**src/rtl/sfr_pkg.sv**
```systemverilog
package sfr_pkg;

  // configuration register indexes
  localparam logic [2:0] REG_PATTERN            = 3'd0;
  localparam logic [2:0] REG_PATTERN_LENGTH     = 3'd1;
  localparam logic [2:0] REG_REPLACEMENT        = 3'd2;
  localparam logic [2:0] REG_REPLACEMENT_LENGTH = 3'd3;

  // one result item
  typedef struct packed {
    logic [7:0] data;
    logic       has;
    logic       last;
  } res_t;

  // window row control
  typedef struct packed {
    logic en;     // an input item is taken this cycle
    logic shift;  // oldest byte leaves, row moves toward cell 0
  } win_ctl_t;

  // output row control
  typedef struct packed {
    logic load;   // parallel load of a new burst
    logic pop;    // head item taken, row moves toward cell 0
  } out_ctl_t;

endpackage

```
**src/rtl/sfr_win_cell.sv**
```systemverilog
module sfr_win_cell (
  input  logic              clk,
  input  sfr_pkg::win_ctl_t ctl,
  input  logic              ins,
  input  logic [7:0]        in_byte,
  input  logic [7:0]        nbr_byte,
  input  logic [7:0]        pat_byte,
  output logic [7:0]        cur_byte,
  output logic              eq
);

  logic [7:0] held;

  // the incoming byte lands in the cell at the current fill position
  assign cur_byte = ins ? in_byte : held;
  assign eq       = (cur_byte == pat_byte);

  always_ff @(posedge clk) begin
    if (ctl.en) begin
      held <= ctl.shift ? nbr_byte : cur_byte;
    end
  end

endmodule

```
**src/rtl/sfr_out_cell.sv**
```systemverilog
module sfr_out_cell (
  input  logic              clk,
  input  sfr_pkg::out_ctl_t ctl,
  input  sfr_pkg::res_t     load_val,
  input  sfr_pkg::res_t     nbr_val,
  output sfr_pkg::res_t     cur_val
);

  always_ff @(posedge clk) begin
    if (ctl.load) begin
      cur_val <= load_val;
    end else if (ctl.pop) begin
      cur_val <= nbr_val;
    end
  end

endmodule

```
**src/rtl/stream_find_replace_core.sv**
```systemverilog
// Streaming find-and-replace. Bytes of a string enter on the slave side,
// the last one of the string flagged by tlast, and every leftmost,
// non-overlapping occurrence of the programmed pattern is replaced by the
// programmed replacement on the master side. tuser marks whether tdata
// carries a byte (low only on an empty end marker, sent when the final
// item of a string yields no byte). While the master side takes each
// result, an item that yields at most one result is taken every cycle,
// so plain text flows at one byte per clock, each result offered in the
// cycle after its item; an item that yields n results (a replacement
// burst, or the end flush) holds tready low as they drain one per clock.
// The pending bytes sit in a row of PATTERN_MAX window cells, each
// comparing its byte against its pattern byte; results are loaded in
// parallel into a row of output cells that shift toward the head.
// Program registers only while the stream is idle; writing pattern_length
// discards any pending window bytes. Lengths above PATTERN_MAX or
// REPLACE_MAX saturate, and a zero pattern_length passes bytes through.
module stream_find_replace_core #(
  parameter int PATTERN_MAX = 8,   // 1..8
  parameter int REPLACE_MAX = 8    // 1..8
) (
  input  logic        clk,
  input  logic        rst,
  input  logic        s_axis_tvalid,
  output logic        s_axis_tready,
  input  logic [7:0]  s_axis_tdata,   // [7:0] in_byte
  input  logic        s_axis_tlast,   // end_of_string
  output logic        m_axis_tvalid,
  input  logic        m_axis_tready,
  output logic [7:0]  m_axis_tdata,   // [7:0] out_byte
  output logic        m_axis_tuser,   // [0] has_byte
  output logic        m_axis_tlast,   // last
  input  logic        wr_en,
  input  logic [2:0]  wr_index,
  input  logic [63:0] wr_data
);

  localparam int OUT_DEPTH = (PATTERN_MAX > REPLACE_MAX) ? PATTERN_MAX : REPLACE_MAX;
  localparam int CW        = $clog2(PATTERN_MAX + 1);
  localparam int OCW       = $clog2(OUT_DEPTH + 1);

  // configuration
  logic [63:0] pattern;
  logic [3:0]  plen;
  logic [63:0] replacement;
  logic [3:0]  rlen;

  // window fill and output row fill
  logic [CW-1:0]  cnt;
  logic [CW-1:0]  cnt_next;
  logic [OCW-1:0] ocnt;
  logic [OCW-1:0] ocnt_next;

  logic accept;
  logic pop;
  logic eos;

  logic [3:0] pl_eff;
  logic [3:0] rl_eff;
  logic [3:0] cnt4;
  logic [3:0] cnt_eff;
  logic [3:0] cnt_new;
  logic       pl_zero;
  logic       full;
  logic       match;
  logic [3:0] n_raw;
  logic [3:0] n_fin;

  logic [7:0]             wp [PATTERN_MAX];
  logic [PATTERN_MAX-1:0] eq;
  logic [PATTERN_MAX-1:0] in_use;
  logic [PATTERN_MAX-1:0] ins;

  logic [7:0] win_pad [OUT_DEPTH];
  logic [7:0] rep_pad [OUT_DEPTH];

  sfr_pkg::win_ctl_t win_ctl;
  sfr_pkg::out_ctl_t out_ctl;
  sfr_pkg::res_t     load_val [OUT_DEPTH];
  sfr_pkg::res_t     oq       [OUT_DEPTH];

  assign eos    = s_axis_tlast;
  assign pop    = m_axis_tvalid && m_axis_tready;
  // take a new item when the output row is empty or empties this cycle
  assign s_axis_tready = (ocnt == '0) || ((ocnt == OCW'(1)) && pop);
  assign accept = s_axis_tvalid && s_axis_tready;

  // register writes
  always_ff @(posedge clk) begin
    if (rst) begin
      pattern     <= '0;
      plen        <= '0;
      replacement <= '0;
      rlen        <= '0;
    end else if (wr_en) begin
      case (wr_index)
        sfr_pkg::REG_PATTERN:            pattern     <= wr_data;
        sfr_pkg::REG_PATTERN_LENGTH:     plen        <= wr_data[3:0];
        sfr_pkg::REG_REPLACEMENT:        replacement <= wr_data;
        sfr_pkg::REG_REPLACEMENT_LENGTH: rlen        <= wr_data[3:0];
        default: ;
      endcase
    end
  end

  // saturated lengths and fill position of the new byte
  always_comb begin
    pl_eff  = (plen > 4'(PATTERN_MAX)) ? 4'(PATTERN_MAX) : plen;
    rl_eff  = (rlen > 4'(REPLACE_MAX)) ? 4'(REPLACE_MAX) : rlen;
    pl_zero = (pl_eff == 4'd0);
    cnt4    = 4'(cnt);
    // a stale fill (cannot occur after a length write) restarts the window
    cnt_eff = ((cnt4 >= 4'(PATTERN_MAX)) || (!pl_zero && (cnt4 >= pl_eff))) ? 4'd0 : cnt4;
    cnt_new = cnt_eff + 4'd1;
    full    = pl_zero || (cnt_new == pl_eff);
  end

  // window row
  for (genvar i = 0; i < PATTERN_MAX; i++) begin : g_win
    logic [7:0] nbr;
    if (i == PATTERN_MAX - 1) begin : g_end
      assign nbr = wp[i];
    end else begin : g_mid
      assign nbr = wp[i+1];
    end
    assign ins[i]    = (cnt_eff == 4'(i));
    assign in_use[i] = (4'(i) < pl_eff);

    sfr_win_cell u_cell (
      .clk      (clk),
      .ctl      (win_ctl),
      .ins      (ins[i]),
      .in_byte  (s_axis_tdata),
      .nbr_byte (nbr),
      .pat_byte (pattern[8*i +: 8]),
      .cur_byte (wp[i]),
      .eq       (eq[i])
    );
  end

  assign match         = !pl_zero && full && (&(eq | ~in_use));
  assign win_ctl.en    = accept;
  assign win_ctl.shift = full && !match && !pl_zero;

  // window fill update
  always_comb begin
    if (match || eos || pl_zero) begin
      cnt_next = '0;
    end else if (full) begin
      cnt_next = CW'(cnt_new - 4'd1);
    end else begin
      cnt_next = CW'(cnt_new);
    end
  end

  always_ff @(posedge clk) begin
    if (rst) begin
      cnt <= '0;
    end else if (wr_en && (wr_index == sfr_pkg::REG_PATTERN_LENGTH)) begin
      cnt <= '0;
    end else if (accept) begin
      cnt <= cnt_next;
    end
  end

  // burst for this item: replacement bytes on a match, else the oldest
  // byte when full, else nothing; end of string flushes the whole window
  always_comb begin
    for (int k = 0; k < OUT_DEPTH; k++) begin
      win_pad[k] = 8'd0;
      rep_pad[k] = 8'd0;
    end
    for (int k = 0; k < PATTERN_MAX; k++) begin
      win_pad[k] = wp[k];
    end
    for (int k = 0; k < REPLACE_MAX; k++) begin
      rep_pad[k] = replacement[8*k +: 8];
    end

    if (match) begin
      n_raw = rl_eff;
    end else if (eos || pl_zero) begin
      n_raw = cnt_new;
    end else begin
      n_raw = full ? 4'd1 : 4'd0;
    end
    // empty end marker when the final item yields no byte
    n_fin = (eos && (n_raw == 4'd0)) ? 4'd1 : n_raw;

    for (int k = 0; k < OUT_DEPTH; k++) begin
      load_val[k].data = match ? rep_pad[k] : win_pad[k];
      load_val[k].has  = 1'b1;
      load_val[k].last = eos && ((4'(k) + 4'd1) == n_fin);
    end
    if (eos && (n_raw == 4'd0)) begin
      load_val[0].data = 8'd0;
      load_val[0].has  = 1'b0;
    end
  end

  // output row
  assign out_ctl.load = accept;
  assign out_ctl.pop  = pop;

  for (genvar k = 0; k < OUT_DEPTH; k++) begin : g_out
    sfr_pkg::res_t nbr;
    if (k == OUT_DEPTH - 1) begin : g_end
      assign nbr = '0;
    end else begin : g_mid
      assign nbr = oq[k+1];
    end

    sfr_out_cell u_cell (
      .clk      (clk),
      .ctl      (out_ctl),
      .load_val (load_val[k]),
      .nbr_val  (nbr),
      .cur_val  (oq[k])
    );
  end

  always_comb begin
    if (accept) begin
      ocnt_next = OCW'(n_fin);
    end else if (pop) begin
      ocnt_next = ocnt - OCW'(1);
    end else begin
      ocnt_next = ocnt;
    end
  end

  always_ff @(posedge clk) begin
    if (rst) begin
      ocnt <= '0;
    end else begin
      ocnt <= ocnt_next;
    end
  end

  assign m_axis_tvalid = (ocnt != '0);
  assign m_axis_tdata  = oq[0].data;
  assign m_axis_tuser  = oq[0].has;
  assign m_axis_tlast  = oq[0].last;

endmodule

```
**config.mk**
```make
export PLATFORM = sky130hd
export DESIGN_NAME = stream_find_replace_core
export DESIGN_NICKNAME = d
export VERILOG_FILES = /design/src/rtl/sfr_pkg.sv /design/src/rtl/sfr_win_cell.sv /design/src/rtl/sfr_out_cell.sv /design/src/rtl/stream_find_replace_core.sv
export SDC_FILE = /design/constraint.sdc
export NUM_CORES = 1
export LEC_CHECK = 0
export BUFFER_PORTS_ARGS = -buffer_cell sky130_fd_sc_hd__buf_4
export CORE_ASPECT_RATIO = 1.25
export CORE_MARGIN = 5
export CORE_UTILIZATION = 40
export CTS_CLUSTER_DIAMETER = 40
export DETAILED_ROUTE_END_ITERATION = 6
export PLACE_DENSITY = 0.7
export SYNTH_ARGS = -nofsm -noshare
export SYNTH_HDL_FRONTEND = slang
export SYNTH_SLANG_ARGS = --single-unit
```
**constraint.sdc**
```tcl
create_clock -name clk -period 5.25 [get_ports clk]
set_input_delay 1.05 -clock clk [delete_from_list [all_inputs] [get_ports clk]]
set_output_delay 1.05 -clock clk [all_outputs]
set_load 0.05 [all_outputs]
```
==> reports/qor.csv <==
metric,value,unit
Layout area overhead,18.67,%
die footprint,0.04182,mm²
GRT Overall Usage,21.36,%
Synth area leader,edfxtp_1,
DP Area,0.01647,mm²
Post-synth EDFFs,137,
Port Buffers,92,
Layout Skew,21.61,ps
"commonest non-fill, non-tap cell in the layout",nand2_1,
Mapped Area,0.01512,mm²
ant diodes,0,
Die Ht,227.4,µm
cts hold-fix bufs,0,
nets,1862,
first-pass GRT wire length,71170,µm
largest net degree at the start of global routing,83,
syn_area_per_cell,8.969,µm²
Max H-tree Level,2,
Post-synth top flop,dfxtp_1,
Critical Path Start Type,flop,
ranking of synthesized cells by area,"edfxtp_1 27%, dfxtp_1 20%, nand2_1 8.0%",
Initial Util,40.58,%
CTS root buf,clkbuf_16,
initial DRC count,1049,
Worst-Margin Slew,1112,ps
Worst Setup End Kind,flop,
synth unique cells,67,
FMAX,198.3,MHz
Max Root-Sink Buffers,3,
Power Dens Cells,469.1,mW/mm²
Via Count,13310,
drt pass-1 iters,6,
initial antenna violation count,0,
IO Pins,93,
most frequent cells in the layout,"318 x nand2_1, 177 x a21oi_1, 159 x buf_4, 151 x dfxtp_1, 137 x edfxtp_1",
CORE AREA,0.03726,mm²
leakage,0.006787,µW
Syn Inst Count,1686,
"Slew Viols, Final",0,
DP HPWL,31560,µm
kind of critical path,flop to flop,
"Reg clk slew, reported paths",60,ps
top-area cell type share of the netlist area,27.21,%
gpl congestion,0.9194,
period utilization,96.04,%
"Async S/R FF share, synth",0,%
CTS Sinks,288,
antenna-violating nets left,0,
status,completed,
peak fanout along the critical path,13,
final hold vios,0,
Max Cap Violations,0,
final instance area,0.01795,mm²
Die Width,183.9,µm
vias in the first global route,13020,
"Remaining Overflow, GRT",0,
Seq cells post-synth,288,
Slew headroom,25.84,%
Hold Path Class,flop to flop,
CP arrival,5290,ps
via/cell ratio,5.820,
"Setup violations, final",0,
post-synthesis sequential area ratio,47.20,%
Rows,79,
cell total after placement,2210,
cts bufs inserted,38,
WL per Instance,20.19,µm
YS warnings,0,
Peak VDD IR,0.3284,mV
Tmin final,5042,ps
TritonCTS clock tree,yes,
worst skew pair latency,540,ps
Final Non-Filler Cells,2287,
layout cells sized above 1,15.05,%
Mapped Nets,1777,
worst path required time,5500,ps
DRC Markers,0,
Total Wirelength,46170,µm
==> layer usage <==
metal  GRT usage (%)  share of wire, %
met5               0                 0
met4           10.12               4.7
met3           3.164               5.6
met2           38.61                51
met1           24.77                38
==> metrics by stage <==
step	utilization (%)	setup WS, ps	setup TNS, ps	power [µW]	hold WS (ps)
after floorplan	-	4.069	0	5036	422.7
after global placement	44.21	46.83	0	5758	429.9
after detailed placement	44.21	-57.61	-57.61	5829	437.1
after CTS	47.65	18.75	0	8422	446.8
after global routing	48.16	-55.22	-309.6	8795	454.7
final	48.16	207.8	0	8418	444.4
==> path summary, 6_finish.rpt <==
kind                              start                    endpoint  slack (ps)  depth (start not counted)
min          g_out[7].u_cell.cur_val[1]  g_out[7].u_cell.cur_val[1]         440                          2
max                             plen[3]  g_out[3].u_cell.cur_val[9]         210                         22
min reg2reg  g_out[7].u_cell.cur_val[1]  g_out[7].u_cell.cur_val[1]         440                          2
max reg2reg                     plen[3]  g_out[3].u_cell.cur_val[9]         210                         22
==> critical path: stages, from the launching register on <==
cell       delay (ps)
dfxtp_1           320
inv_1             110
nand2_1           100
ha_1              300
o211ai_1          260
o21ai_2           100
a21oi_2           190
nand2_2           110
ha_2              220
and3b_1           200
o211ai_1          150
buf_4             210
o211ai_1          130
and3_1            220
or4_4             530
o41ai_4           390
and4b_1           260
nand4_1           200
buf_4             230
buf_12            120
clkbuf_16         160
mux2i_1           160
o21ai_0           110
==> power by group <==
part           switching [µW]  internal (µW)  total (µW)
Clock                    1040           1550        2580
Combinational            1650            761        2410
Sequential                226           3200        3430
Total                    2910           5510        8420
==> cell usage after synthesis, drive strengths merged (6+ instances only) <==
master	instances
edfxtp	137
inv	37
o211ai	55
or4	6
mux2i	111
a211oi	17
xor2	20
o22ai	12
clkbuf	91
and2	73
nor2b	9
o31ai	48
nand2	323
a21oi	180
nor2	89
o2111ai	10
and3	33
a21boi	14
ha	10
nand3	75
o21ai	25
nor3	18
buf	30
a22o	9
dfxtp	151
nor4	24
a31oi	11
xnor2	14
==> flip-flops by register name (all words and copies together), names as in the netlist <==
register,cells
ocnt,4
g_win.u_cell.held,64
plen,4
pattern,64
g_out.u_cell.cur_val,80
rlen,4
cnt,4
replacement,64
==> area by class of cell <==
type / count / area [µm²]
Clock buffer: 51 / 1094
Clock inverter: 19 / 182.7
Fill cell: 3462 / 19320
Tap cell: 486 / 608.1
Timing Repair Buffer: 166 / 1339
Multi-Input combinational cell: 1239 / 7443
Sequential cell: 288 / 7137
Inverter: 38 / 142.6
==> timing repair <==
item                       in CTS  in global routing
setup endpoints to repair       1                126
pin swaps                       0                  7
gates resized for setup         1                 27
gates cloned                    0                  1
buffers inserted                0                  6
==> kinds of logic (layout without fill, tap and decap cells) <==
| group | Yosys count | after routing | share of synthesized area, % |
|---|---|---|---|
| AND/OR/NAND/NOR | 675 | 675 | 20.69 |
| AO/OA/AOI/OAI | 404 | 404 | 17.20 |
| flip-flops | 288 | 288 | 47.20 |
| buffers and inverters | 159 | 274 | 4.393 |
| multiplexers | 116 | 116 | 7.720 |
| XOR/XNOR | 34 | 34 | 1.969 |
| adder cells (fa/ha/maj) | 10 | 10 | 0.8274 |
No activity file was read; power rests on OpenSTA's default activity.
